[src/bcd_pkg.sv]
// Package for the BC1/BC2/BC3 block decoder: item types, format codes,
// register map and the reciprocal constants used for the exact rounding.
// No dependencies.
package bcd_pkg;

  typedef enum logic [1:0] {
    FMT_BC1  = 2'd0,
    FMT_BC2  = 2'd1,
    FMT_BC3  = 2'd2,
    FMT_BC3X = 2'd3   // decoded as BC3
  } format_e;

  // APB register map
  localparam int unsigned AddrW   = 3;
  localparam int unsigned RegIdxW = 1;
  localparam logic [RegIdxW-1:0] REG_FORMAT = 1'b0;

  localparam int unsigned QueueDepth = 2;

  typedef struct packed {
    logic [63:0] alpha_bits;
    logic [63:0] color_bits;
  } in_item_t;

  typedef struct packed {
    logic [7:0] red;
    logic [7:0] green;
    logic [7:0] blue;
    logic [7:0] alpha;
    logic [3:0] pixel_index;
    logic       last_pixel;
  } out_item_t;

  typedef struct packed {
    logic bc1;    // color palette alpha
    logic bc3;    // interpolated alpha (else explicit when not bc1)
    logic three;  // BC1 three-color + transparent black
    logic a_gt;   // alpha0 > alpha1: eight-level alpha
  } mode_t;

  // classified block between front and back
  typedef struct packed {
    mode_t       mode;
    logic [15:0] e0;
    logic [15:0] e1;
    logic [31:0] cidx;
    logic [63:0] abits;
  } blk_t;

  typedef struct packed {
    logic [3:0][2:0][7:0] col;   // [entry][r,g,b]
    logic [7:0][7:0]      apal;
  } pal_t;

  typedef struct packed {
    mode_t       mode;
    logic [31:0] cidx;
    logic [63:0] abits;
    pal_t        pal;
  } pblk_t;

  // round(n/d) = floor(N * R >> S), N = 2n + d, R = ceil(2^S / 2d);
  // exact while N * 2d <= 2^S.
  localparam int unsigned ColShift = 26;
  localparam int unsigned ColNW    = 17;
  localparam int unsigned ColRW    = 21;
  localparam int unsigned AlpShift = 16;
  localparam int unsigned AlpNW    = 12;
  localparam int unsigned AlpRW    = 13;

  localparam logic [ColRW-1:0] RCP_D31  = ColRW'((2**ColShift + 61) / 62);
  localparam logic [ColRW-1:0] RCP_D62  = ColRW'((2**ColShift + 123) / 124);
  localparam logic [ColRW-1:0] RCP_D93  = ColRW'((2**ColShift + 185) / 186);
  localparam logic [ColRW-1:0] RCP_D63  = ColRW'((2**ColShift + 125) / 126);
  localparam logic [ColRW-1:0] RCP_D126 = ColRW'((2**ColShift + 251) / 252);
  localparam logic [ColRW-1:0] RCP_D189 = ColRW'((2**ColShift + 377) / 378);

  localparam logic [AlpRW-1:0] RCP_A7 = AlpRW'((2**AlpShift + 13) / 14);
  localparam logic [AlpRW-1:0] RCP_A5 = AlpRW'((2**AlpShift + 9) / 10);

  // numerator that yields 255 under the divide-by-5 reciprocal
  localparam logic [AlpNW-1:0] ALP_N_FULL = AlpNW'(2 * 5 * 255);

endpackage

[src/bcd_queue.sv]
// Short block queue between front and back end, so either side can stall.
// Depends on bcd_pkg.
module bcd_queue import bcd_pkg::*; #(
  parameter int unsigned Depth = QueueDepth
) (
  input  logic clk_i,
  input  logic rst_ni,
  input  logic in_valid_i,
  output logic in_ready_o,
  input  blk_t in_blk_i,
  output logic out_valid_o,
  input  logic out_ready_i,
  output blk_t out_blk_o
);

  localparam int unsigned PtrW = $clog2(Depth);
  localparam int unsigned CntW = $clog2(Depth + 1);
  localparam logic [PtrW-1:0] LastPtr = PtrW'(Depth - 1);
  localparam logic [CntW-1:0] Full    = CntW'(Depth);

  blk_t            mem_q [Depth];
  logic [PtrW-1:0] wptr_q, wptr_d, rptr_q, rptr_d;
  logic [CntW-1:0] cnt_q, cnt_d;
  logic            push, pop;

  assign in_ready_o  = (cnt_q != Full);
  assign out_valid_o = (cnt_q != '0);
  assign push        = in_valid_i && in_ready_o;
  assign pop         = out_valid_o && out_ready_i;
  assign out_blk_o   = mem_q[rptr_q];

  always_comb begin
    wptr_d = wptr_q;
    rptr_d = rptr_q;
    cnt_d  = cnt_q;
    if (push) begin
      wptr_d = (wptr_q == LastPtr) ? '0 : wptr_q + PtrW'(1);
    end
    if (pop) begin
      rptr_d = (rptr_q == LastPtr) ? '0 : rptr_q + PtrW'(1);
    end
    if (push && !pop) begin
      cnt_d = cnt_q + CntW'(1);
    end else if (pop && !push) begin
      cnt_d = cnt_q - CntW'(1);
    end
  end

  always_ff @(posedge clk_i or negedge rst_ni) begin
    if (!rst_ni) begin
      wptr_q <= '0;
      rptr_q <= '0;
      cnt_q  <= '0;
    end else begin
      wptr_q <= wptr_d;
      rptr_q <= rptr_d;
      cnt_q  <= cnt_d;
    end
  end

  always_ff @(posedge clk_i) begin
    if (push) begin
      mem_q[wptr_q] <= in_blk_i;
    end
  end

endmodule

[config.mk]
export PLATFORM = sky130hd
export DESIGN_NAME = bcd_queue
export DESIGN_NICKNAME = d
export VERILOG_FILES = /design/src/bcd_pkg.sv /design/src/bcd_queue.sv
export SDC_FILE = /design/constraint.sdc
export NUM_CORES = 1
export LEC_CHECK = 0
export ABC_AREA = 1
export BUFFER_PORTS_ARGS = -buffer_cell sky130_fd_sc_hd__buf_2
export CAP_MARGIN = 20
export CORE_MARGIN = 5
export CORE_UTILIZATION = 47
export CTS_CLUSTER_DIAMETER = 40
export DETAILED_ROUTE_END_ITERATION = 10
export GPL_TIMING_DRIVEN = 0
export PLACE_DENSITY = 0.76
export SLEW_MARGIN = 10
export SYNTH_ARGS = -nofsm -noshare
export SYNTH_HDL_FRONTEND = slang
export SYNTH_SLANG_ARGS = --single-unit
[constraint.sdc]
create_clock -name clk_i -period 7.1 [get_ports clk_i]
set_clock_uncertainty 0.2 [all_clocks]
set_input_delay 0.355 -clock clk_i [delete_from_list [all_inputs] [get_ports clk_i]]
set_output_delay 0.355 -clock clk_i [all_outputs]
set_load 0.03 [all_outputs]
==> impl_metrics.tcl <==
set metrics [dict create \
    htreeDepth 1 \
    finalCritPeriodShare 0.373 \
    synth_edf_count 264 \
    clk_path_buf_depth 3 \
    yosys.cell_types.count 14 \
    ys_warn_count 0 \
    grtUsageMet3 0.0341 \
    power_frac_clock 0.247 \
    reg2reg_to "mem_q[0][90]$_DFFE_PP_" \
    synth_nets 855 \
    ys_seq_area_frac 0.816 \
    hold_start "in_valid_i" \
    portBuffers 269 \
    outcome "finished, final reports clean" \
    num_io_pins 270 \
    hold_ws_ns 0.0814 \
    end_kind "flip-flop" \
    seqPwrFrac 0.355 \
    num_rows 53 \
    setup_viol 0 \
    async_flop_share 0.0149 \
    min_path_type "input port to flip-flop" \
    rsz0062_at_grt "no" \
    worst_pin_slew_ns 0.749 \
    cts_setup_buffers 0 \
    ys.flop_type "edfxtp_1" \
    clock_latency_ns 0.53 \
    cts.sinks 268 \
    start_util 0.473 \
    dieWidth_um 155 \
    vias 6974 \
    root_buffer "clkbuf_16" \
    busiest_layer "met2" \
    dr.pass1.iters 5 \
    worstSetupPathType "flip-flop to flip-flop" \
    critical_path.reg2reg.startpoint "cnt_q[0]$_DFFE_PN0P_" \
    synth_area_leaders "edfxtp_1 (81%), nand2_1 (15%), buf_6 (1.0%)" \
    grt_max_degree 30 \
    critPathLaunchType "flip-flop" \
    min_to "wptr_q$_DFFE_PN0P_" \
    globalplace.congestion 0.784 \
    hold_buffers 135 \
    maxSlewHeadroom 0.499 \
    final_antenna_net_count 0 \
    final_nets 1301 \
    syn_avg_cell_area_um2 13.7 \
    netlist_area_um2 9840 \
    ir_drop_mv 0.239 \
    wirelength_um 24700 \
    maxSlewViolCount 0 \
    cts_tree "yes" \
    setup-tns-final_ns 0 \
    drc 0 \
    hpwl_um 14900 \
    synth_area_leader_cell "edfxtp_1" \
    cp_data_required_time_ns 7.12 \
    core-area_um2 20800 \
    die_area_um2 23900 \
    whs_path_depth 3 \
    cts_inserted_buffers 31 \
    p_sw_mw 2.52 \
    grt_pass1_wl_um 38900 \
    leakagePower_nw 6.11 \
    drive_gt1_frac 0.300 \
    p_int_mw 3.80 \
    via_per_inst 4.77 \
    finalHoldViolCount 0 \
    rr_worst_depth 7 \
    grt_pass1_vias 7432 \
    cap_violations 0 \
    cp_max_fo 29 \
    fin_util 0.678 \
    regToRegSetupSlack_ns 4.45 \
    min_period_ns 2.65 \
    grt_antenna_before_repair 1 \
    grtUsageTotal 0.204 \
    p_comb_frac 0.398 \
    first_iter_violations 443 \
    max_freq_ghz 0.377 \
    yosys-top-cells-count "nand2_1 (406), edfxtp_1 (264), buf_2 (18)" \
    clk_pin_slew_ns 0.06 \
    synthToLayoutAreaGrowth_pct 43.4 \
    synth_top_cell_area_share 0.806 \
    syn_inst 718 \
    cts_resized 0 \
    yosysMostFrequentCell "nand2_1" \
    die_y_um 155 \
    use_met1 0.239 \
    grtUsageMet2 0.370 \
    crit_arrival_ns 2.67 \
    synth_seq_cells 268 \
    swShare 0.399 \
    p_per_area_nw_per_um2 447 \
    wl_per_cell_um 16.9 \
    overflow 0 \
]
worst max-delay path by stage:
stage,startpoint,end,slack [ns],depth (start not counted)
floorplan,cnt_q[0]$_DFFE_PN0P_,mem_q[0][0]$_DFFE_PP_,-0.06,4
global placement,cnt_q[0]$_DFFE_PN0P_,mem_q[0][94]$_DFFE_PP_,-2.91,4
detailed placement,cnt_q[0]$_DFFE_PN0P_,mem_q[0][74]$_DFFE_PP_,4.44,7
CTS,cnt_q[0]$_DFFE_PN0P_,mem_q[0][90]$_DFFE_PP_,4.42,7
global route,cnt_q[0]$_DFFE_PN0P_,mem_q[0][91]$_DFFE_PP_,4.29,7
finish,cnt_q[0]$_DFFE_PN0P_,mem_q[0][90]$_DFFE_PP_,4.45,7
metal layers:
layer	up-vias	wire (um)	part of all wire
met5	-	0	0
met4	0	1020	0.041
met3	75	1460	0.059
met2	270	13100	0.53
met1	3301	9110	0.37
li1	3328	-	-
critical path, stage by stage (launching register included):
cell and delay [ns]:
dfrtp_1 0.38, inv_1 0.08, nand2_1 0.09, nand2_1 0.18, nor2_4 0.63, buf_12 0.28
buf_12 0.22, buf_12 0.23
sequential cells by signal (all words and copies together), names as in the netlist:
| name | flops |
|---|---|
| wptr_q | 1 |
| cnt_q | 2 |
| rptr_q | 1 |
| mem_q | 264 |
per-stage QoR:
stage / power, mW / cell area (um^2) / setup slack [ns] / std cells
6_report: 6.31 / 14100 / 4.45 / 1461
5_1_grt: 6.63 / 14100 / 4.29 / 1461
4_1_cts: 6.33 / 14100 / 4.42 / 1460
3_5_place_dp: 4.71 / 11700 / 4.44 / 1271
3_3_place_gp: 4.71 / 11500 / -2.91 / 1262
2_1_floorplan: 3.94 / 9840 / -0.0636 / 718
power groups by stage:
| stage | sequential [mW] | clock (mW) | combinational [mW] |
|---|---|---|---|
| 6_report | 2.24 | 1.56 | 2.51 |
| 5_1_grt | 2.27 | 1.66 | 2.70 |
| 4_1_cts | 2.24 | 1.58 | 2.51 |
| 3_5_place_dp | 2.27 | 0 | 2.44 |
| 3_3_place_gp | 2.39 | 0 | 2.32 |
| 2_1_floorplan | 2.34 | 0 | 1.60 |
cells by family after synthesis:
family,Yosys count,synth area share
simple gates,411,0.157
flops,268,0.816
buf+inv,36,0.0239
xor+xnor,2,0.00178
fa+ha+maj,1,0.00127
placed cells by master (no fill, tap or decap), drive strengths merged:
| master | count |
|---|---|
| nand2 | 406 |
| nor2 | 2 |
| nand3 | 2 |
| diode | 1 |
| clkinvlp | 2 |
| inv | 11 |
| edfxtp | 264 |
| nand4 | 1 |
| buf | 307 |
| xnor2 | 1 |
| clkbuf | 35 |
| dlygate4sd3 | 135 |
| ha | 1 |
| bufinv | 4 |
| clkinv | 9 |
| xor2 | 1 |
| dfrtp | 4 |
area by class of cell:
type | instances | area (um^2)
Timing Repair Buffer | 413 | 2890
Sequential cell | 268 | 8030
Inverter | 7 | 28.8
Fill cell | 1393 | 6710
Tap cell | 275 | 344
Multi-Input combinational cell | 414 | 1590
Clock inverter | 19 | 229
Buffer | 29 | 206
Antenna cell | 1 | 2.50
Clock buffer | 35 | 791
Power figures use the tool's default switching activity.
