===== src/bcd_pkg.sv =====
// Package for the BC1/BC2/BC3 block decoder: item types, format codes,
// register map and the reciprocal constants used for the exact rounding.
// No dependencies.
package bcd_pkg;

  typedef enum logic [1:0] {
    FMT_BC1  = 2'd0,
    FMT_BC2  = 2'd1,
    FMT_BC3  = 2'd2,
    FMT_BC3X = 2'd3   // decoded as BC3
  } format_e;

  // APB register map
  localparam int unsigned AddrW   = 3;
  localparam int unsigned RegIdxW = 1;
  localparam logic [RegIdxW-1:0] REG_FORMAT = 1'b0;

  localparam int unsigned QueueDepth = 2;

  typedef struct packed {
    logic [63:0] alpha_bits;
    logic [63:0] color_bits;
  } in_item_t;

  typedef struct packed {
    logic [7:0] red;
    logic [7:0] green;
    logic [7:0] blue;
    logic [7:0] alpha;
    logic [3:0] pixel_index;
    logic       last_pixel;
  } out_item_t;

  typedef struct packed {
    logic bc1;    // color palette alpha
    logic bc3;    // interpolated alpha (else explicit when not bc1)
    logic three;  // BC1 three-color + transparent black
    logic a_gt;   // alpha0 > alpha1: eight-level alpha
  } mode_t;

  // classified block between front and back
  typedef struct packed {
    mode_t       mode;
    logic [15:0] e0;
    logic [15:0] e1;
    logic [31:0] cidx;
    logic [63:0] abits;
  } blk_t;

  typedef struct packed {
    logic [3:0][2:0][7:0] col;   // [entry][r,g,b]
    logic [7:0][7:0]      apal;
  } pal_t;

  typedef struct packed {
    mode_t       mode;
    logic [31:0] cidx;
    logic [63:0] abits;
    pal_t        pal;
  } pblk_t;

  // round(n/d) = floor(N * R >> S), N = 2n + d, R = ceil(2^S / 2d);
  // exact while N * 2d <= 2^S.
  localparam int unsigned ColShift = 26;
  localparam int unsigned ColNW    = 17;
  localparam int unsigned ColRW    = 21;
  localparam int unsigned AlpShift = 16;
  localparam int unsigned AlpNW    = 12;
  localparam int unsigned AlpRW    = 13;

  localparam logic [ColRW-1:0] RCP_D31  = ColRW'((2**ColShift + 61) / 62);
  localparam logic [ColRW-1:0] RCP_D62  = ColRW'((2**ColShift + 123) / 124);
  localparam logic [ColRW-1:0] RCP_D93  = ColRW'((2**ColShift + 185) / 186);
  localparam logic [ColRW-1:0] RCP_D63  = ColRW'((2**ColShift + 125) / 126);
  localparam logic [ColRW-1:0] RCP_D126 = ColRW'((2**ColShift + 251) / 252);
  localparam logic [ColRW-1:0] RCP_D189 = ColRW'((2**ColShift + 377) / 378);

  localparam logic [AlpRW-1:0] RCP_A7 = AlpRW'((2**AlpShift + 13) / 14);
  localparam logic [AlpRW-1:0] RCP_A5 = AlpRW'((2**AlpShift + 9) / 10);

  // numerator that yields 255 under the divide-by-5 reciprocal
  localparam logic [AlpNW-1:0] ALP_N_FULL = AlpNW'(2 * 5 * 255);

endpackage


===== src/bcd_emit.sv =====
// Pixel sequencer: walks the sixteen pixels of a decoded block, one per
// cycle while the output is not stalled, into a registered output. Depends on bcd_pkg.
module bcd_emit import bcd_pkg::*; (
  input  logic      clk_i,
  input  logic      rst_ni,
  input  logic      in_valid_i,
  output logic      in_ready_o,
  input  pblk_t     in_blk_i,
  output logic      out_valid_o,
  input  logic      out_ready_i,
  output out_item_t out_item_o
);

  pblk_t      cur_q;
  logic       cur_valid_q, cur_valid_d;
  logic [3:0] cnt_q, cnt_d;
  logic       out_valid_q, out_valid_d;
  out_item_t  out_q, out_d;
  logic       adv, last, load;

  assign adv        = cur_valid_q && (!out_valid_q || out_ready_i);
  assign last       = (cnt_q == 4'hF);
  assign in_ready_o = !cur_valid_q || (adv && last);
  assign load       = in_valid_i && in_ready_o;

  always_comb begin
    logic [1:0] ci;
    logic [5:0] aoff;
    logic [2:0] ai;
    logic [3:0] nib;
    ci   = cur_q.cidx[{cnt_q, 1'b0} +: 2];
    aoff = {2'b00, cnt_q} + {1'b0, cnt_q, 1'b0};
    ai   = cur_q.abits[16 + aoff +: 3];
    nib  = cur_q.abits[{cnt_q, 2'b00} +: 4];
    out_d.red         = cur_q.pal.col[ci][0];
    out_d.green       = cur_q.pal.col[ci][1];
    out_d.blue        = cur_q.pal.col[ci][2];
    out_d.pixel_index = cnt_q;
    out_d.last_pixel  = last;
    if (cur_q.mode.bc1) begin
      out_d.alpha = (cur_q.mode.three && (ci == 2'd3)) ? 8'h00 : 8'hFF;
    end else if (cur_q.mode.bc3) begin
      out_d.alpha = cur_q.pal.apal[ai];
    end else begin
      out_d.alpha = {nib, nib};
    end
  end

  always_comb begin
    cur_valid_d = cur_valid_q;
    cnt_d       = cnt_q;
    out_valid_d = out_valid_q;
    if (adv) begin
      cnt_d       = cnt_q + 4'd1;   // wraps to zero after the last pixel
      out_valid_d = 1'b1;
      if (last) begin
        cur_valid_d = 1'b0;
      end
    end else if (out_ready_i) begin
      out_valid_d = 1'b0;
    end
    if (load) begin
      cur_valid_d = 1'b1;
    end
  end

  always_ff @(posedge clk_i or negedge rst_ni) begin
    if (!rst_ni) begin
      cur_valid_q <= 1'b0;
      cnt_q       <= '0;
      out_valid_q <= 1'b0;
    end else begin
      cur_valid_q <= cur_valid_d;
      cnt_q       <= cnt_d;
      out_valid_q <= out_valid_d;
    end
  end

  always_ff @(posedge clk_i) begin
    if (load) begin
      cur_q <= in_blk_i;
    end
    if (adv) begin
      out_q <= out_d;
    end
  end

  assign out_valid_o = out_valid_q;
  assign out_item_o  = out_q;

endmodule


===== config.mk =====
export PLATFORM = sky130hd
export DESIGN_NAME = bcd_emit
export DESIGN_NICKNAME = d
export VERILOG_FILES = /design/src/bcd_pkg.sv /design/src/bcd_emit.sv
export SDC_FILE = /design/constraint.sdc
export NUM_CORES = 1
export LEC_CHECK = 0
export ABC_AREA = 0
export CELL_PAD_IN_SITES_DETAIL_PLACEMENT = 0
export CELL_PAD_IN_SITES_GLOBAL_PLACEMENT = 1
export CORE_MARGIN = 2
export CORE_UTILIZATION = 50
export CTS_BUF_LIST = sky130_fd_sc_hd__clkbuf_16
export DETAILED_ROUTE_END_ITERATION = 6
export DONT_BUFFER_PORTS = 1
export GPL_ROUTABILITY_DRIVEN = 0
export PLACE_DENSITY = 0.72
export SLEW_MARGIN = 20
export SYNTH_ARGS = -nofsm -noshare
export SYNTH_HDL_FRONTEND = slang
export SYNTH_SLANG_ARGS = --single-unit

===== constraint.sdc =====
create_clock -name clk_i -period 9 [get_ports clk_i]
set_input_delay 1.35 -clock clk_i [delete_from_list [all_inputs] [get_ports clk_i]]
set_output_delay 1.35 -clock clk_i [all_outputs]
set_load 0.02 [all_outputs]

==> flow_summary.toml <==
[outcome]
status = "finished, final reports clean"

[yosys]
synthDistinctLibCells = 54
synth_top_area_share_pct = 70.69
yosysWarnings = 0
synth_seq_cells = 302
syn_area_per_cell_um2 = 20.85
synth.most_common_cell = "edfxtp_1"
synth_top_family_by_area = "multiplexers"
yosys.area_share.simple_pct = 3.025
synth_compound_area_share_pct = 3.214
synth_mux_area_share_pct = 18.75
yosysTopAreaCell = "edfxtp_1"
synth-adder-area-share_pct = 0.5573
synth_area_leaders = "edfxtp_1, mux4_2, mux2i_1"
synth_xor_area_share_pct = 0.3483
ys_seq_area_share_pct = 71.89
syn_inst = 603
async_flop_share_pct = 1.987
synthesis.area_um2 = 12570
synth_common_cells = "edfxtp_1, mux4_2, mux2i_1"
ys.flop_type = "edfxtp_1"
synth-edff-count = 296
syn-num-nets = 872

[floorplan]
core-area_um2 = 24960
placementRows = 58
start_util_pct = 50.37
fp.dieH_um = 162.6
ios = 303
die_area_um2 = 26430
die_w_um = 162.6

[global_routing]
grt_pass1_vias = 6085
grt_max_degree = 93
grt_first_pass_wirelength_um = 36690
antenna_found_initial = 2
grt_util_met2_pct = 30.43
gr-max-usage-layer = "met2"
grt_use_total_pct = 18.48
grt-ovfl-total = 0
use_met1_pct = 24.30
use_met3_pct = 5.730

[sta]
hold_viol = 0
rsz0062_at_grt = "false"
finalCritPeriodShare_pct = 57.55
tns_ns = 0
final-max-slew-violation-count = 0
layout_min_cycle_time_ns = 5.179
slew_headroom_pct = 29.71
finalSetupViolations = 0
tightestPinTransition_ns = 1.054
fmax_mhz = 193.1
skew_ns = 0.01723

[detailed_routing]
route.vias.total = 5849
drt_iter0_markers = 538
via_per_inst = 6.055
drtAntennaViolNets = 0
wl_per_cell_um = 25.91
drc_errors = 0
routed_wl_um = 25030
firstDrtPassIters = 5

[pwr]
switching_share_pct = 35.81
powerDensity_nw_per_um2 = 415.6
vdd.ir_drop.worst_uv = 308.9
pwr-share-comb_pct = 42.8
p_int_uw = 3695
p_leak_uw = 0.004527
p_switching_uw = 2061
seqPwrFrac_pct = 35.5
power.share.clock_pct = 21.7

[placement]
numPortBuffers = 0
dp_cells = 908
dpl_cell_area_um2 = 12790
hpwlAfterDp_um = 17620

[setup_path]
critical-path-slowest-cell = "dfrtp_4"
crit_path_cell_trace = "ha_2 > inv_1 > fa_1 > buf_4 > mux2_2 > o2111ai_1 > nor3b_1 > a311oi_1 > o21a_2 > mux2i_1 > a22oi_1 > a31o_1"
cp_data_arrival_time_ns = 5.48
r2r_slack_ns = 3.82
reg2reg_from = "cnt_q[0]"
critical_path.max_stage_delay_ns = 1.03
critPathLaunchType = "register"
required_ns = 9.30
reg2reg_depth = 12
crit_type = "reg -> reg"
worstReg2RegEnd = "out_item_o[10]"
cp_max_fo = 60
critPathCaptureType = "register"

[clocking]
numClockSinks = 302
clk_pin_slew_ns = 0.06
cts_hold_buffers = 0
cts_max_level = 1
postCtsSetupRepairBufs = 0
ctsResizeCount = 0
cts_buffers = 30
clk_latency_ns = 0.54
clk_path_buf_depth = 3
root_buffer = "clkbuf_16"
cts_tree = "done"

[worst_hold_path]
min_from = "cur_valid_q"
min_to = "out_valid_o"
hold_class = "reg -> reg"
worstHoldPathCells = 1

[job]
max_cap_viol_count = 0

[final_layout]
finalNetCount = 880
final-instance-count-excl-fill = 966
area_delta_synth_final_pct = 10.17
fillers = 1909
layout-drive-gt1-share_pct = 21.29
design_area_um2 = 13850
## cells in the final DEF (no fill, tap or decap), types with 3 or more instances in the layout
master,Yosys,layout
a211o_1,8,8
dfrtp_1,6,5
bufinv_16,0,5
and2_1,6,4
a31o_1,7,7
nand2_1,13,13
nor2b_1,9,9
inv_1,10,13
mux4_2,68,68
xnor2_1,4,3
nand3_1,19,19
o21ai_0,13,13
edfxtp_1,296,296
mux4_1,15,15
clkinv_2,0,6
clkbuf_16,0,30
nand2b_1,7,7
a22oi_1,8,8
mux2i_1,42,42
nor2_1,4,4
nor3_1,3,3
ha_1,4,3
buf_4,9,5
nand4_1,3,3
clkinv_1,0,6
## worst max path at each step
stage | startpoint | endpoint | slack (ns) | depth (start not counted)
after detailed placement | cnt_q[0] | out_item_o[10] | 3.74 | 12
after global placement | cnt_q[0] | out_item_o[11] | 3.84 | 12
final | cnt_q[0] | out_item_o[10] | 3.82 | 12
after floorplan | out_ready_i | cur_q[0] | 0.70 | 4
after CTS | cnt_q[0] | out_item_o[10] | 3.72 | 12
after global routing | cnt_q[0] | out_item_o[10] | 3.41 | 12
## state kept, by name, indices dropped and copies added, names as in the netlist
register	flops
cnt_q	4
cur_q	259
cur_valid_q	1
out_valid_o	1
out_item_o	37
## per-stage QoR
| stage | hold slack, ns | power, µW | util, % | setup WS [ns] |
|---|---|---|---|---|
| after floorplan | 0.4484 | 4154 | - | 0.7029 |
| after global placement | 0.4657 | 4512 | 51.25 | 3.836 |
| after detailed placement | 0.4688 | 4562 | 51.25 | 3.737 |
| after CTS | 0.4597 | 5821 | 55.31 | 3.716 |
| after global routing | 0.4584 | 6092 | 55.48 | 3.405 |
| final | 0.4883 | 5757 | 55.49 | 3.821 |
## cell families after synthesis
| family | count (synthesis) |
|---|---|
| buffers and inverters | 41 |
| flip-flops | 302 |
| multiplexers | 126 |
| AND/OR/NAND/NOR | 70 |
| adder cells (fa/ha/maj) | 5 |
| AO/OA/AOI/OAI | 54 |
| XOR/XNOR | 5 |
## critical path, delay by kind of cell (launching register included)
| family | cells | cell delay [ns] |
|---|---|---|
| buf+inv | 2 | 0.49 |
| flops | 1 | 1.03 |
| compound gates | 5 | 1.64 |
| fa+ha+maj | 2 | 0.83 |
| simple gates | 1 | 0.08 |
| mux | 2 | 0.79 |
## layout make-up
cell class / count / area [µm²] / share of cell area [%]
repair buffers: 6 / 65.06 / 0.4697
multi-input cells: 260 / 3272 / 23.62
diodes: 2 / 5.005 / 0.03613
inverters: 11 / 41.29 / 0.2981
clock buffers: 30 / 750.7 / 5.420
clock inverters: 25 / 262.8 / 1.897
flip-flops and latches: 302 / 9042 / 65.28
well taps: 330 / 412.9 / 2.981
## power groups by stage
stage	Sequential, µW	Clock [µW]	Combinational (µW)
floorplan	2000	0	2160
global placement	2070	0	2440
detailed placement	2080	0	2480
CTS	2050	1280	2490
global route	2070	1340	2690
finish	2040	1250	2460
## metal layers
metal | wire length, µm | vias up
met5 | 0 | -
met4 | 490 | 0
met3 | 2391 | 36
met2 | 12490 | 297
met1 | 9661 | 2957
li1 | - | 2559
(Power assumes the default switching activity.)
