==> src/bcd_pkg.sv <==
// Package for the BC1/BC2/BC3 block decoder: item types, format codes,
// register map and the reciprocal constants used for the exact rounding.
// No dependencies.
package bcd_pkg;

  typedef enum logic [1:0] {
    FMT_BC1  = 2'd0,
    FMT_BC2  = 2'd1,
    FMT_BC3  = 2'd2,
    FMT_BC3X = 2'd3   // decoded as BC3
  } format_e;

  // APB register map
  localparam int unsigned AddrW   = 3;
  localparam int unsigned RegIdxW = 1;
  localparam logic [RegIdxW-1:0] REG_FORMAT = 1'b0;

  localparam int unsigned QueueDepth = 2;

  typedef struct packed {
    logic [63:0] alpha_bits;
    logic [63:0] color_bits;
  } in_item_t;

  typedef struct packed {
    logic [7:0] red;
    logic [7:0] green;
    logic [7:0] blue;
    logic [7:0] alpha;
    logic [3:0] pixel_index;
    logic       last_pixel;
  } out_item_t;

  typedef struct packed {
    logic bc1;    // color palette alpha
    logic bc3;    // interpolated alpha (else explicit when not bc1)
    logic three;  // BC1 three-color + transparent black
    logic a_gt;   // alpha0 > alpha1: eight-level alpha
  } mode_t;

  // classified block between front and back
  typedef struct packed {
    mode_t       mode;
    logic [15:0] e0;
    logic [15:0] e1;
    logic [31:0] cidx;
    logic [63:0] abits;
  } blk_t;

  typedef struct packed {
    logic [3:0][2:0][7:0] col;   // [entry][r,g,b]
    logic [7:0][7:0]      apal;
  } pal_t;

  typedef struct packed {
    mode_t       mode;
    logic [31:0] cidx;
    logic [63:0] abits;
    pal_t        pal;
  } pblk_t;

  // round(n/d) = floor(N * R >> S), N = 2n + d, R = ceil(2^S / 2d);
  // exact while N * 2d <= 2^S.
  localparam int unsigned ColShift = 26;
  localparam int unsigned ColNW    = 17;
  localparam int unsigned ColRW    = 21;
  localparam int unsigned AlpShift = 16;
  localparam int unsigned AlpNW    = 12;
  localparam int unsigned AlpRW    = 13;

  localparam logic [ColRW-1:0] RCP_D31  = ColRW'((2**ColShift + 61) / 62);
  localparam logic [ColRW-1:0] RCP_D62  = ColRW'((2**ColShift + 123) / 124);
  localparam logic [ColRW-1:0] RCP_D93  = ColRW'((2**ColShift + 185) / 186);
  localparam logic [ColRW-1:0] RCP_D63  = ColRW'((2**ColShift + 125) / 126);
  localparam logic [ColRW-1:0] RCP_D126 = ColRW'((2**ColShift + 251) / 252);
  localparam logic [ColRW-1:0] RCP_D189 = ColRW'((2**ColShift + 377) / 378);

  localparam logic [AlpRW-1:0] RCP_A7 = AlpRW'((2**AlpShift + 13) / 14);
  localparam logic [AlpRW-1:0] RCP_A5 = AlpRW'((2**AlpShift + 9) / 10);

  // numerator that yields 255 under the divide-by-5 reciprocal
  localparam logic [AlpNW-1:0] ALP_N_FULL = AlpNW'(2 * 5 * 255);

endpackage

==> src/bcd_palette.sv <==
// Palette builder: stage 1 forms numerators and picks reciprocals, stage 2
// multiplies out the rounded color and alpha palette entries.
// Depends on bcd_pkg.
module bcd_palette import bcd_pkg::*; (
  input  logic  clk_i,
  input  logic  rst_ni,
  input  logic  in_valid_i,
  output logic  in_ready_o,
  input  blk_t  in_blk_i,
  output logic  out_valid_o,
  input  logic  out_ready_i,
  output pblk_t out_blk_o
);

  typedef struct packed {
    mode_t                     mode;
    logic [31:0]               cidx;
    logic [63:0]               abits;
    logic [3:0][2:0][ColNW-1:0] col_n;
    logic [3:0][2:0][ColRW-1:0] col_r;
    logic [5:0][AlpNW-1:0]     alp_n;
    logic [AlpRW-1:0]          alp_r;
  } s1_t;

  logic  s1_valid_q, s2_valid_q;
  logic  s1_ready, s2_ready;
  s1_t   s1_q, s1_d;
  pblk_t s2_q, s2_d;

  assign s2_ready   = !s2_valid_q || out_ready_i;
  assign s1_ready   = !s1_valid_q || s2_ready;
  assign in_ready_o = s1_ready;

  // stage 1: numerators N = 510*v + D over divisor 2D
  always_comb begin
    logic [2:0][5:0] c0, c1;
    logic [7:0]      m, m2, m3, v;
    logic            wide;
    logic [10:0]     n;
    s1_d.mode  = in_blk_i.mode;
    s1_d.cidx  = in_blk_i.cidx;
    s1_d.abits = in_blk_i.abits;
    c0[0] = {1'b0, in_blk_i.e0[15:11]};
    c0[1] = in_blk_i.e0[10:5];
    c0[2] = {1'b0, in_blk_i.e0[4:0]};
    c1[0] = {1'b0, in_blk_i.e1[15:11]};
    c1[1] = in_blk_i.e1[10:5];
    c1[2] = {1'b0, in_blk_i.e1[4:0]};
    for (int k = 0; k < 3; k++) begin
      wide = (k == 1);
      m    = wide ? 8'd63 : 8'd31;
      m2   = {m[6:0], 1'b0};
      m3   = m2 + m;
      s1_d.col_n[0][k] = ColNW'(c0[k]) * ColNW'(510) + ColNW'(m);
      s1_d.col_r[0][k] = wide ? RCP_D63 : RCP_D31;
      s1_d.col_n[1][k] = ColNW'(c1[k]) * ColNW'(510) + ColNW'(m);
      s1_d.col_r[1][k] = wide ? RCP_D63 : RCP_D31;
      if (in_blk_i.mode.three) begin
        v = {2'b00, c0[k]} + {2'b00, c1[k]};
        s1_d.col_n[2][k] = ColNW'(v) * ColNW'(510) + ColNW'(m2);
        s1_d.col_r[2][k] = wide ? RCP_D126 : RCP_D62;
        s1_d.col_n[3][k] = '0;   // transparent black
        s1_d.col_r[3][k] = RCP_D93;
      end else begin
        v = {1'b0, c0[k], 1'b0} + {2'b00, c1[k]};
        s1_d.col_n[2][k] = ColNW'(v) * ColNW'(510) + ColNW'(m3);
        s1_d.col_r[2][k] = wide ? RCP_D189 : RCP_D93;
        v = {2'b00, c0[k]} + {1'b0, c1[k], 1'b0};
        s1_d.col_n[3][k] = ColNW'(v) * ColNW'(510) + ColNW'(m3);
        s1_d.col_r[3][k] = wide ? RCP_D189 : RCP_D93;
      end
    end
    // alpha entries 2..7
    s1_d.alp_r = in_blk_i.mode.a_gt ? RCP_A7 : RCP_A5;
    for (int j = 0; j < 6; j++) begin
      if (in_blk_i.mode.a_gt) begin
        n = 11'(in_blk_i.abits[7:0]) * 11'(6 - j) + 11'(in_blk_i.abits[15:8]) * 11'(j + 1);
        s1_d.alp_n[j] = {n, 1'b0} + AlpNW'(7);
      end else if (j < 4) begin
        n = 11'(in_blk_i.abits[7:0]) * 11'(4 - j) + 11'(in_blk_i.abits[15:8]) * 11'(j + 1);
        s1_d.alp_n[j] = {n, 1'b0} + AlpNW'(5);
      end else if (j == 4) begin
        n = '0;
        s1_d.alp_n[j] = '0;
      end else begin
        n = '0;
        s1_d.alp_n[j] = ALP_N_FULL;
      end
    end
  end

  // stage 2: one reciprocal multiply per entry
  always_comb begin
    logic [ColNW+ColRW-1:0] cprod;
    logic [AlpNW+AlpRW-1:0] aprod;
    s2_d.mode  = s1_q.mode;
    s2_d.cidx  = s1_q.cidx;
    s2_d.abits = s1_q.abits;
    for (int e = 0; e < 4; e++) begin
      for (int k = 0; k < 3; k++) begin
        cprod = (ColNW+ColRW)'(s1_q.col_n[e][k]) * (ColNW+ColRW)'(s1_q.col_r[e][k]);
        s2_d.pal.col[e][k] = cprod[ColShift +: 8];
      end
    end
    s2_d.pal.apal[0] = s1_q.abits[7:0];
    s2_d.pal.apal[1] = s1_q.abits[15:8];
    for (int j = 0; j < 6; j++) begin
      aprod = (AlpNW+AlpRW)'(s1_q.alp_n[j]) * (AlpNW+AlpRW)'(s1_q.alp_r);
      s2_d.pal.apal[j+2] = aprod[AlpShift +: 8];
    end
  end

  always_ff @(posedge clk_i or negedge rst_ni) begin
    if (!rst_ni) begin
      s1_valid_q <= 1'b0;
      s2_valid_q <= 1'b0;
    end else begin
      if (s1_ready) begin
        s1_valid_q <= in_valid_i;
      end
      if (s2_ready) begin
        s2_valid_q <= s1_valid_q;
      end
    end
  end

  always_ff @(posedge clk_i) begin
    if (in_valid_i && s1_ready) begin
      s1_q <= s1_d;
    end
    if (s1_valid_q && s2_ready) begin
      s2_q <= s2_d;
    end
  end

  assign out_valid_o = s2_valid_q;
  assign out_blk_o   = s2_q;

endmodule

==> config.mk <==
export PLATFORM = sky130hd
export DESIGN_NAME = bcd_palette
export DESIGN_NICKNAME = d
export VERILOG_FILES = /design/src/bcd_pkg.sv /design/src/bcd_palette.sv
export SDC_FILE = /design/constraint.sdc
export NUM_CORES = 2
export LEC_CHECK = 0
export BUFFER_PORTS_ARGS = -buffer_cell sky130_fd_sc_hd__buf_4
export CAP_MARGIN = 20
export CORE_MARGIN = 5
export CORE_UTILIZATION = 40
export CTS_BUF_LIST = sky130_fd_sc_hd__clkbuf_8
export CTS_CLUSTER_SIZE = 28
export DETAILED_ROUTE_END_ITERATION = 16
export GPL_ROUTABILITY_DRIVEN = 0
export SETUP_SLACK_MARGIN = 0.05
export SLEW_MARGIN = 20
export SYNTH_ARGS = -nofsm -noshare
export SYNTH_HDL_FRONTEND = slang
export SYNTH_SLANG_ARGS = --single-unit
==> constraint.sdc <==
create_clock -name clk_i -period 10.3 [get_ports clk_i]
set_input_delay 0 -clock clk_i [delete_from_list [all_inputs] [get_ports clk_i]]
set_output_delay 0 -clock clk_i [all_outputs]
set_load 0.05 [all_outputs]
==> flow_metrics.tcl <==
set metrics [dict create \
    status "complete, no violations" \
    fin_crit_sh_pct 68.1 \
    routedWlPerCell_um 16.4 \
    tightest_slew_ns 1.08 \
    core_area_mm2 0.262 \
    htreeDepth 3 \
    rows 188 \
    critPathMaxFanout 69 \
    period_needed_ns 7.02 \
    vias 71612 \
    tns_ns 0 \
    async_reset_ff_share_pct 0.336 \
    grt.busiest_layer "met2" \
    critPathArrivalTime_ns 7.69 \
    grt_pass1_wl_um 397000 \
    gr-usage-met3_pct 2.70 \
    ys_seq_elements 596 \
    final_layout_size_suffix_gt1_share_pct 6.34 \
    cts_buffers 123 \
    grt_util_met1_pct 23.5 \
    fill_cells 24438 \
    worstPathRequired_ns 10.98 \
    use_met2_pct 30.2 \
    clk_pin_slew_ns 0.07 \
    io_buffers 397 \
    routed_via_density 4.94 \
    final_hold_viol_count 0 \
    drc 0 \
    gr-total-overflow 0 \
    final_nets 14692 \
    grt_pass1_vias 77951 \
    area_growth_pct 11.8 \
    die_w_um 522 \
    initial_core_util_pct 40.1 \
    synth_cells 10172 \
    hpwl_um 200000 \
    cts-root-buf "clkbuf_8" \
    yosysWarnings 0 \
    synth_ff_type "edfxtp_1" \
    antenna_left 0 \
    hold_end "s1_q[369]$_DFFE_PP_" \
    cts_tree "built" \
    routed_wl_um 238000 \
    dr.pass1.iters 5 \
    min_path_cells 7 \
    die_h_um 522 \
    cts_num_sinks 596 \
    hold_class "in2reg" \
    reg2regPathDepth 20 \
    start_kind "register" \
    synth_area_mm2 0.105 \
    antenna_found_initial 13 \
    grt_max_degree 129 \
    num_io_pins 398 \
    synth_top_area_share_pct 28.5 \
    reg2reg_slack_ns 3.28 \
    hp-start "in_blk_i[122]" \
    clockBufferDepth 4 \
    drtIter0Drc 2657 \
    yosys.area.top_type "ha_1" \
    finalSetupViolations 0 \
    maxCapViolations 0 \
    fp.dieArea_mm2 0.273 \
    synth.yosys.seq_area_share_pct 17.0 \
    max_freq_mhz 143 \
    synth_edf_count 594 \
    rsz0062_at_grt "no" \
    ys_types 102 \
    finClkSkew_ns 0.0679 \
    relSlewSlack_pct 28.0 \
    rr_endpoint "out_blk_o[151]$_DFFE_PP_" \
    maxSlewViolCount 0 \
    clock_latency_ns 0.94 \
    synth_area_leaders "ha_1, fa_1, edfxtp_1" \
    timing.rr.start "s1_q[311]$_DFFE_PP_" \
    end_kind "register" \
    avgSynthCellArea_um2 10.3 \
    post_cts_buffers 0 \
    crit_type "reg2reg" \
    track_usage_pct 17.7 \
]
==> flip-flops by register name, summed over array words and instances, names as in the netlist <==
name / cells
s1_valid_q: 1
out_blk_o: 244
s1_q: 350
out_valid_o: 1
==> area by class of cell <==
cell class	count	area [µm²]	area share, %
flip-flops and latches	596	17900	15.2
multi-input cells	7065	77600	66.1
clock inverters	102	933	0.795
diodes	4	10.0	0.00853
repair buffers	677	5750	4.90
inverters	2420	9080	7.74
well taps	3515	4400	3.75
clock buffers	124	1710	1.45
==> synth_stat cells (15+ instances only) <==
cell type and number:
mux2_2 16, a31oi_1 32, nand3b_1 18, nand3_1 123, nand2_1 195, nor2_1 367, o31ai_1 21, or2_2 39
and3_1 57, o31a_1 16, a21oi_1 280, ha_1 2388, buf_4 16, a21o_1 116, or3_1 44, inv_1 2418
o2111ai_1 23, nor3b_1 30, edfxtp_1 594, a211o_1 17, nand2b_1 47, a211oi_1 50, nand4_1 49, o21ai_0 222
mux2i_1 29, nor4_1 48, nor3_1 162, and2_1 285, clkbuf_1 73, fa_1 1285, o21bai_1 34, o21a_1 93
a221oi_1 16, a21boi_0 23, nor2b_1 59, o211ai_1 33, o41ai_1 15, a2111oi_0 23, xor2_1 238, xnor2_1 368
==> worst max path at each step <==
stage,startpoint,to,slack (ns),depth (start not counted)
after detailed placement,s1_q[311]$_DFFE_PP_,out_blk_o[151]$_DFFE_PP_,3.32,20
after global placement,s1_q[311]$_DFFE_PP_,out_blk_o[151]$_DFFE_PP_,3.45,20
after floorplan,out_valid_o$_DFFE_PN0P_,s1_q[14]$_DFFE_PP_,0.46,2
after CTS,s1_q[311]$_DFFE_PP_,out_blk_o[151]$_DFFE_PP_,3.31,20
after global routing,s1_q[311]$_DFFE_PP_,out_blk_o[151]$_DFFE_PP_,2.94,20
final,s1_q[311]$_DFFE_PP_,out_blk_o[151]$_DFFE_PP_,3.28,20
==> stage by stage <==
step	area (µm²)	util [%]	setup WS, ns	hold slack (ns)	cells
3_3_place_gp	112000	42.8	3.45	-0.218	14012
6_report	117000	44.8	3.28	0.157	14503
3_5_place_dp	112000	42.8	3.32	-0.217	14012
4_1_cts	117000	44.8	3.31	0.00285	14499
2_1_floorplan	105000	-	0.457	-0.296	10173
5_1_grt	117000	44.8	2.94	0.0823	14501
==> kinds of logic (layout without fill, tap and decap cells) <==
| group | count (synthesis) | after routing | share of synthesized area [%] |
|---|---|---|---|
| mux | 46 | 46 | 0.459 |
| other cells | 1 | 6 | 0.00357 |
| buf+inv | 2512 | 3323 | 9.04 |
| simple gates | 1597 | 1597 | 8.14 |
| fa+ha+maj | 3673 | 3673 | 53.0 |
| compound gates | 1141 | 1141 | 7.29 |
| flops | 596 | 596 | 17.0 |
| xor+xnor | 606 | 606 | 5.06 |
==> cells in the final DEF, fill, tap and decap left out, types with 48 or more instances in the layout <==
master / netlist / layout
clkbuf_8: 0 / 124
ha_1: 2388 / 2388
nand4_1: 49 / 49
nor2b_1: 59 / 59
nand3_1: 123 / 123
o21ai_0: 222 / 222
fa_1: 1285 / 1285
buf_4: 16 / 414
nor4_1: 48 / 48
a211oi_1: 50 / 50
nor2_1: 367 / 367
nand2_1: 195 / 195
edfxtp_1: 594 / 594
a21oi_1: 280 / 280
o21a_1: 93 / 93
a21o_1: 116 / 116
xnor2_1: 368 / 368
xor2_1: 238 / 238
inv_1: 2418 / 2438
and3_1: 57 / 57
nor3_1: 162 / 162
dlygate4sd3_1: 0 / 261
and2_1: 285 / 283
==> timing repair <==
item / CTS / global route
hold endpoints to repair: 406 / 0
gates resized for setup: 0 / 0
hold buffers: 261 / 0
==> worst max-delay path: stages, from the launching register on <==
cell	delay, ns
edfxtp_1	0.34
buf_4	0.60
nand2_1	0.26
fa_1	0.52
fa_1	0.52
fa_1	0.52
inv_1	0.05
fa_1	0.53
inv_1	0.06
fa_1	0.48
inv_1	0.05
fa_1	0.45
ha_1	0.29
nand4_1	0.16
o21ai_0	0.13
a31oi_1	0.21
o21ai_0	0.19
o41ai_1	0.70
o21ai_0	0.27
a31oi_1	0.25
xor2_1	0.09
==> metal layers <==
metal  vias to the layer above  routed length (µm)
li1                      35101                   -
met1                     35036              108000
met2                      1106              112000
met3                       353               10900
met4                        16                6650
met5                         -                  97
Power is left out: the tool's default activity adds up to more than one toggle a clock period on the data nets, which glitch-free logic cannot reach.
