<file path="config.mk">
export PLATFORM = sky130hd
export DESIGN_NAME = bcd_front
export DESIGN_NICKNAME = d
export VERILOG_FILES = /design/src/bcd_pkg.sv /design/src/bcd_front.sv
export SDC_FILE = /design/constraint.sdc
export NUM_CORES = 1
export LEC_CHECK = 0
export ABC_AREA = 0
export BUFFER_PORTS_ARGS = -buffer_cell sky130_fd_sc_hd__buf_2
export CORE_ASPECT_RATIO = 0.6
export CORE_UTILIZATION = 45
export CTS_BUF_LIST = sky130_fd_sc_hd__clkbuf_8
export DETAILED_ROUTE_END_ITERATION = 8
export PLACE_DENSITY = 0.82
export SETUP_SLACK_MARGIN = 0.05
export SLEW_MARGIN = 15
export SYNTH_ARGS = -nofsm -noshare
export SYNTH_HDL_FRONTEND = slang
export SYNTH_SLANG_ARGS = --single-unit
</file>
<file path="constraint.sdc">
create_clock -name clk_i -period 4.7 [get_ports clk_i]
set_input_delay 0.94 -clock clk_i [delete_from_list [all_inputs] [get_ports clk_i]]
set_output_delay 0.94 -clock clk_i [all_outputs]
set_load 0.02 [all_outputs]
</file>
<file path="src/bcd_pkg.sv">
// Package for the BC1/BC2/BC3 block decoder: item types, format codes,
// register map and the reciprocal constants used for the exact rounding.
// No dependencies.
package bcd_pkg;

  typedef enum logic [1:0] {
    FMT_BC1  = 2'd0,
    FMT_BC2  = 2'd1,
    FMT_BC3  = 2'd2,
    FMT_BC3X = 2'd3   // decoded as BC3
  } format_e;

  // APB register map
  localparam int unsigned AddrW   = 3;
  localparam int unsigned RegIdxW = 1;
  localparam logic [RegIdxW-1:0] REG_FORMAT = 1'b0;

  localparam int unsigned QueueDepth = 2;

  typedef struct packed {
    logic [63:0] alpha_bits;
    logic [63:0] color_bits;
  } in_item_t;

  typedef struct packed {
    logic [7:0] red;
    logic [7:0] green;
    logic [7:0] blue;
    logic [7:0] alpha;
    logic [3:0] pixel_index;
    logic       last_pixel;
  } out_item_t;

  typedef struct packed {
    logic bc1;    // color palette alpha
    logic bc3;    // interpolated alpha (else explicit when not bc1)
    logic three;  // BC1 three-color + transparent black
    logic a_gt;   // alpha0 > alpha1: eight-level alpha
  } mode_t;

  // classified block between front and back
  typedef struct packed {
    mode_t       mode;
    logic [15:0] e0;
    logic [15:0] e1;
    logic [31:0] cidx;
    logic [63:0] abits;
  } blk_t;

  typedef struct packed {
    logic [3:0][2:0][7:0] col;   // [entry][r,g,b]
    logic [7:0][7:0]      apal;
  } pal_t;

  typedef struct packed {
    mode_t       mode;
    logic [31:0] cidx;
    logic [63:0] abits;
    pal_t        pal;
  } pblk_t;

  // round(n/d) = floor(N * R >> S), N = 2n + d, R = ceil(2^S / 2d);
  // exact while N * 2d <= 2^S.
  localparam int unsigned ColShift = 26;
  localparam int unsigned ColNW    = 17;
  localparam int unsigned ColRW    = 21;
  localparam int unsigned AlpShift = 16;
  localparam int unsigned AlpNW    = 12;
  localparam int unsigned AlpRW    = 13;

  localparam logic [ColRW-1:0] RCP_D31  = ColRW'((2**ColShift + 61) / 62);
  localparam logic [ColRW-1:0] RCP_D62  = ColRW'((2**ColShift + 123) / 124);
  localparam logic [ColRW-1:0] RCP_D93  = ColRW'((2**ColShift + 185) / 186);
  localparam logic [ColRW-1:0] RCP_D63  = ColRW'((2**ColShift + 125) / 126);
  localparam logic [ColRW-1:0] RCP_D126 = ColRW'((2**ColShift + 251) / 252);
  localparam logic [ColRW-1:0] RCP_D189 = ColRW'((2**ColShift + 377) / 378);

  localparam logic [AlpRW-1:0] RCP_A7 = AlpRW'((2**AlpShift + 13) / 14);
  localparam logic [AlpRW-1:0] RCP_A5 = AlpRW'((2**AlpShift + 9) / 10);

  // numerator that yields 255 under the divide-by-5 reciprocal
  localparam logic [AlpNW-1:0] ALP_N_FULL = AlpNW'(2 * 5 * 255);

endpackage

</file>
<file path="src/bcd_front.sv">
// Front end: takes a compressed block, extracts endpoints and classifies the
// palette mode. One register stage. Depends on bcd_pkg.
module bcd_front import bcd_pkg::*; (
  input  logic     clk_i,
  input  logic     rst_ni,
  input  format_e  format_i,
  input  logic     in_valid_i,
  output logic     in_ready_o,
  input  in_item_t in_item_i,
  output logic     out_valid_o,
  input  logic     out_ready_i,
  output blk_t     out_blk_o
);

  logic valid_q, valid_d;
  blk_t blk_q, blk_d;
  logic accept;

  assign in_ready_o = !valid_q || out_ready_i;
  assign accept     = in_valid_i && in_ready_o;

  always_comb begin
    blk_d.e0         = in_item_i.color_bits[15:0];
    blk_d.e1         = in_item_i.color_bits[31:16];
    blk_d.cidx       = in_item_i.color_bits[63:32];
    blk_d.abits      = in_item_i.alpha_bits;
    blk_d.mode.bc1   = (format_i == FMT_BC1);
    blk_d.mode.bc3   = (format_i == FMT_BC3) || (format_i == FMT_BC3X);
    blk_d.mode.three = blk_d.mode.bc1 && (blk_d.e0 <= blk_d.e1);
    blk_d.mode.a_gt  = in_item_i.alpha_bits[7:0] > in_item_i.alpha_bits[15:8];
  end

  always_comb begin
    valid_d = valid_q;
    if (accept) begin
      valid_d = 1'b1;
    end else if (out_ready_i) begin
      valid_d = 1'b0;
    end
  end

  always_ff @(posedge clk_i or negedge rst_ni) begin
    if (!rst_ni) begin
      valid_q <= 1'b0;
    end else begin
      valid_q <= valid_d;
    end
  end

  always_ff @(posedge clk_i) begin
    if (accept) begin
      blk_q <= blk_d;
    end
  end

  assign out_valid_o = valid_q;
  assign out_blk_o   = blk_q;

endmodule

</file>
==> results.toml, run 1 <==
[setup_path]
timing.rr.end = "out_blk_o[25]"
critical_path_required_ps = 3760
worst_setup_path_end_kind = "primary output"
regToRegStartpoint = "out_valid_o"
timing.critical_path.from = "out_ready_i"
regToRegSetupSlack_ps = 2680
worst_ep_arrival_ps = 1400
r2r_cells = 3
largest_fanout_of_any_net_on_the_critical_path = 3
critPathCapture = "in_ready_o"
critical_path.startpoint_type = "input port"
worstSetupPathType = "input port to primary output"

[drt]
detail_route.wl_per_cell_um = 16.7
num_vias = 3029
drt_iter0_markers = 150
post_drt_via_cell_ratio = 4.62
detail_route.wirelength_mm = 11.0
detail_route.drc_violations = 0
detail_route.first_pass.iterations = 4
postRouteAntennaNets = 0

[sta]
clock_skew_ps = 14.3
setup-violations-final = 0
timing.fmax_ghz = 0.427
final.setup.tns_ps = 0
rsz0062_at_grt = "no"
worst_pin_slew_ps = 774
finalWorstSetupSlack_ps = 2360
max-slew-margin-rel_pct = 48.4
period_minus_slack_ps = 2340
min_period_over_period_pct = 49.9
report.final.slew_viol_count = 0
hold_viol_final = 0

[global_route]
met3_usage_pct = 8.59
top_usage_layer = "met2"
grt_max_degree = 76
grt_antenna_before_repair = 0
grt_util_all_layers_pct = 20.0
grt_use_met2_pct = 33.7
grtUsageMet1_pct = 23.6
grt_overflow = 0
grt_pass1_vias = 3016
grt_first_pass_wirelength_mm = 15.4

[final_layout]
syn_to_final_growth_pct = 41.7
insertedDiodeCount = 0
layout-drive-gt1-share_pct = 58.0
finish.net_count = 666

[status]
outcome = "complete, no violations"

[cts]
ctsLongestPathBuffers = 2
cts_root_buffer = "clkbuf_8"
resized_gates_after_cts = 0
ctsHtreeMaxLevel = 4
holdBufCountCts = 0
clock-sinks = 133
cts_setup_buffers = 0
tritoncts = "built"
clock_transition_at_the_register_clock_pins_on_the_worst_setup_and_hold_paths_after_cts_ps = 80
clock_insertion_delay_worst_skew_ps = 420
cts-buffers-inserted = 17

[floorplan]
die_height_um = 80.6
initial_utilization_pct = 46.7
fp.dieArea_um2 = 10700
row_count = 28
die_x_um = 133
core_area_um2 = 9910
floorplan.io_pins = 268

[synthesis]
synthesis.area_per_instance_um2 = 20.9
postSynthNetCount = 380
synth.yosys.seq_area_share_pct = 86.1
syn_area_um2 = 4630
cell_count_after_synthesis = 222
synthesis_stage_register_bit_count = 133
synth.lib_cells_used.distinct = 25
yosysWarnings = 0

[placed_design]
detailedPlace.worstSlack_ps = 2010
numPortBuffers = 267
hpwl_mm = 8.36
gpl.final_weighted_congestion = 0.806

[min_path]
timing.hold.worst.class = "input port to asynchronous set/reset pin"

[power]
peakVddDrop_v = 0.000290
power.static_leakage_nw = 2.96
pwr_density_cell_nw_per_um2 = 406

[run]
maxCapViolCount = 0
==> cell type report <==
| type | instances | area [um^2] |
|---|---|---|
| clock inverters | 15 | 180 |
| repair buffers | 268 | 1360 |
| clock buffers | 17 | 234 |
| flip-flops and latches | 133 | 3990 |
| multi-input cells | 63 | 544 |
| inverters | 25 | 93.8 |
| fillers | 749 | 3350 |
| well taps | 135 | 169 |
==> worst min path at each step <==
stage / endpoint / slack (ps)
2_1_floorplan: out_valid_o / 640
3_5_place_dp: out_valid_o / 540
3_3_place_gp: out_valid_o / 510
6_report: out_valid_o / 280
5_1_grt: out_valid_o / 240
4_1_cts: out_valid_o / 250
==> registers in the layout, summed over array words and instances, names as in the netlist <==
signal,flops
out_blk_o,132
out_valid_o,1
==> cells in the final DEF (no fill, tap or decap), types with 2 or more instances in the layout <==
cell	netlist	routed
nand4_1	2	2
a21o_1	3	3
clkbuf_8	0	17
nor2_1	2	2
bufinv_16	0	3
o21ai_0	2	2
inv_6	0	2
buf_2	0	267
edfxtp_1	132	132
nand3_1	4	4
a21oi_1	8	8
and4_1	2	2
clkinv_4	0	4
inv_1	25	26
nand2b_1	2	2
nand2_1	3	3
ha_1	24	24
clkinv_2	0	3
==> cells in the mapped netlist <==
library cell / n / share of area [%]
nor2b_1: 1 / 0.14
ha_1: 24 / 6.5
nand3_1: 4 / 0.43
a21boi_2: 1 / 0.24
o211ai_1: 1 / 0.16
o31ai_2: 1 / 0.27
dfrtp_1: 1 / 0.54
edfxtp_1: 132 / 86
nor2_1: 2 / 0.16
inv_1: 25 / 2.0
dlygate4sd3_1: 1 / 0.22
nand4_1: 2 / 0.27
and4_1: 2 / 0.38
and3_1: 1 / 0.14
a32oi_1: 1 / 0.19
nor4_1: 1 / 0.14
o22ai_1: 1 / 0.14
o21ai_0: 2 / 0.22
and2_1: 1 / 0.14
nand2b_1: 2 / 0.27
or3_1: 1 / 0.14
nand2_1: 3 / 0.24
a221o_1: 1 / 0.22
a21oi_1: 8 / 0.86
a21o_1: 3 / 0.49
==> worst max-delay path: stages <==
cell	delay, ps
buf_2	100
nand2b_1	180
buf_2	180
==> routing by layer <==
layer	vias up	share of wire [%]	wire (um)
met2	141	51	5640
met5	-	0	0
met4	0	0.70	77
li1	1429	-	-
met1	1448	38	4200
met3	11	9.7	1060
==> kinds of logic after synthesis <==
family | share of synthesized area (%)
AOI/OAI and AO/OA | 2.78
adders and majority gates | 6.48
buffers and inverters | 2.24
DFF | 86.1
and+or+nand+nor | 2.43
==> through the flow <==
step	instance area, um^2	cells	hold WS (ps)	utilization, %	power (mW)
floorplan	4640	222	644	-	1.57
CTS	6570	656	249	66.2	2.69
detailed placement	6150	624	538	62.1	1.71
global placement	6150	624	507	62.1	1.70
finish	6570	656	275	66.2	2.67
global route	6570	656	242	66.2	2.76
==> power breakdown <==
part           internal, mW  total, mW  switching, mW
combinational         0.104      0.288          0.184
sequential             1.38       1.40         0.0155
clock                 0.530      0.980          0.450
total                  2.02       2.67          0.650
No activity file was read; power rests on OpenSTA's default activity.
==> run 2: changes to the inputs <==
ABC_AREA = 1   (was 0)
CORE_UTILIZATION = 41   (was 45)
PLACE_DENSITY = 0.78   (was 0.82)
clock period = 2 ns   (was 4.7 ns; I/O delays follow)
==> results.toml, run 2 <==
[status]
outcome = "complete, no violations"

[final_layout]
layout_common_cells = "buf_2 (267), edfxtp_1 (132), inv_1 (31), ha_1 (24), nand2_1 (22)"
layout.cells.most_common = "buf_2"
insertedDiodeCount = 0
largest_register_ffs = 132
finish.net_count = 689
fin_util_pct = 61.5
syn_to_final_growth_pct = 42.2
post_layout_nonfiller_instances = 683
layout-drive-gt1-share_pct = 56.6
postLayoutCellArea_um2 = 6650

[setup_path]
worst_ep_arrival_ps = 1110
timing.rr.end = "out_blk_o[67]"
critical_path.startpoint_type = "flip-flop"
regToRegStartpoint = "out_valid_o"
r2r_cells = 2
regToRegSetupSlack_ps = 580
worst_setup_path_end_kind = "primary output"
largest_fanout_of_any_net_on_the_critical_path = 3
critical_path_required_ps = 1600
worstSetupPathType = "flip-flop to primary output"

[floorplan]
fp.dieArea_um2 = 11800
initial_utilization_pct = 43.2
floorplan.io_pins = 268
core_area_um2 = 10800
die_height_um = 84.7
die_x_um = 140
row_count = 29

[synthesis]
yosysMostFrequentCell = "edfxtp_1"
leading_post_synthesis_cells_by_cell_area = "edfxtp_1 (85%), ha_1 (6.4%), inv_1 (2.6%), nand2_1 (1.8%), a21oi_1 (1.1%)"
synth_largest_type_area_fraction_pct = 84.8
largest_family_of_logic_cells_by_synthesized_area = "adder cells"
ys_dominant_reg_cell = "edfxtp_1"
netlist.top_cell.by_area = "edfxtp_1"
synthSimpleGateAreaFrac_pct = 3.64
synth.lib_cells_used.distinct = 18
cell_count_after_synthesis = 243
postSynth.asyncResetShare_pct = 0.752
synthXorXnorAreaFrac_pct = 0
yosysWarnings = 0
synth-edff-count = 132
syn_area_um2 = 4680
synth.area.mux_share_pct = 0
synth_fa_ha_area_share_pct = 6.42
synth.yosys.seq_area_share_pct = 85.3
synth_compound_gate_area_share_pct = 1.98
postSynthNetCount = 401
synth.cells.most_frequent = "edfxtp_1 (132), inv_1 (32), ha_1 (24)"
synthesis.area_per_instance_um2 = 19.2
synthesis_stage_register_bit_count = 133

[sta]
max-slew-margin-rel_pct = 75.4
period_minus_slack_ps = 1510
holdWs_ps = 150
hold_viol_final = 0
final.setup.tns_ps = 0
timing.fmax_ghz = 0.664
report.final.slew_viol_count = 0
rsz0062_at_grt = "no"
setup-violations-final = 0
clock_skew_ps = 9.04
worst_pin_slew_ps = 369
min_period_over_period_pct = 75.3

[power]
power.sequential.fraction_pct = 52.6
power.static_leakage_nw = 3.01
pwr_density_cell_nw_per_um2 = 939
p_int_mw = 4.64
switchingPower_mw = 1.60
power.switching_fraction_pct = 25.7
combinationalPowerShare_pct = 11.2
peakVddDrop_v = 0.000500
p_clk_share_pct = 36.2

[placed_design]
dpl_cell_area_um2 = 6240
numPortBuffers = 267
gpl.final_weighted_congestion = 0.769
post-place-cells = 650
hpwl_mm = 8.64

[global_route]
grt_max_degree = 69
grt_first_pass_wirelength_mm = 16.7
grt_antenna_before_repair = 0
grt_util_all_layers_pct = 19.3
grt_pass1_vias = 3202
grt_overflow = 0

[cts]
cts-buffers-inserted = 17
cts_setup_buffers = 0
tritoncts = "built"
clock-sinks = 133
clock_insertion_delay_worst_skew_ps = 420
cts_root_buffer = "clkbuf_8"
holdBufCountCts = 1
resized_gates_after_cts = 0
clock_transition_at_the_register_clock_pins_on_the_worst_setup_and_hold_paths_after_cts_ps = 90
ctsHtreeMaxLevel = 4
ctsLongestPathBuffers = 2

[drt]
postRouteAntennaNets = 0
detail_route.wirelength_mm = 11.3
detail_route.first_pass.iterations = 4
drt_iter0_markers = 119
num_vias = 3128
post_drt_via_cell_ratio = 4.58
detail_route.drc_violations = 0
detail_route.wl_per_cell_um = 16.6

[min_path]
holdCritStartpoint = "in_item_i[107]"
hold_end = "out_blk_o[43]"
whs_path_depth = 1
timing.hold.worst.class = "input port to flip-flop"

[run]
maxCapViolCount = 0
run 2: cell types whose count changed after synthesis, sizes merged, moves of 2 or more:
cell    previous run  this run
a21o               3         1
a21oi              8        11
and4               2         0
inv               25        32
nand2              3        23
nand2b             2         0
nand3              4         2
nor2               2        10
run 2: how the worst max path moves through the flow:
stage | startpoint | slack (ps) | endpoint | depth (start not counted)
final | out_valid_o | 490 | in_ready_o | 2
after global routing | out_valid_o | 430 | in_ready_o | 2
after CTS | out_valid_o | 460 | in_ready_o | 2
after detailed placement | in_item_i[25] | 360 | out_blk_o[129] | 8
after global placement | in_item_i[26] | 410 | out_blk_o[129] | 8
after floorplan | out_valid_o | -1100 | out_blk_o[0] | 1
run 2: layout make-up:
cell class / instances / area [um^2]
Fill cell: 856 / 4160
Sequential cell: 133 / 3990
Timing Repair Buffer: 270 / 1390
Multi-Input combinational cell: 77 / 574
Clock buffer: 17 / 234
Tap cell: 139 / 174
Clock inverter: 15 / 168
Inverter: 32 / 123
run 2: through the flow:
stage / setup slack (ps) / total power [mW]
finish: 494 / 6.25
global route: 430 / 6.48
CTS: 460 / 6.33
detailed placement: 361 / 4.05
floorplan: -1100 / 3.71
global placement: 408 / 4.03
run 2: logic make-up after synthesis:
kind of cell,Yosys count
buf+inv,33
compound gates,16
simple gates,37
flops,133
fa+ha+maj,24
run 2: routing by layer:
metal | routed length [um] | track usage (%)
met1 | 4270 | 21.1
met2 | 5760 | 33.5
met3 | 1070 | 7.76
met4 | 214 | 8.29
met5 | 0 | 0
run 2: power by group through the flow:
| stage | sequential [mW] | clock, mW | combinational [mW] |
|---|---|---|---|
| after floorplan | 3.56 | 0 | 0.156 |
| final | 3.28 | 2.26 | 0.701 |
| after global routing | 3.30 | 2.42 | 0.757 |
| after global placement | 3.34 | 0 | 0.686 |
| after detailed placement | 3.35 | 0 | 0.706 |
| after CTS | 3.29 | 2.33 | 0.710 |
run 2: worst max-delay path, stage by stage, from the launching register on:
cell and delay (ps):
dfrtp_2 440, nand2_1 90, buf_2 160
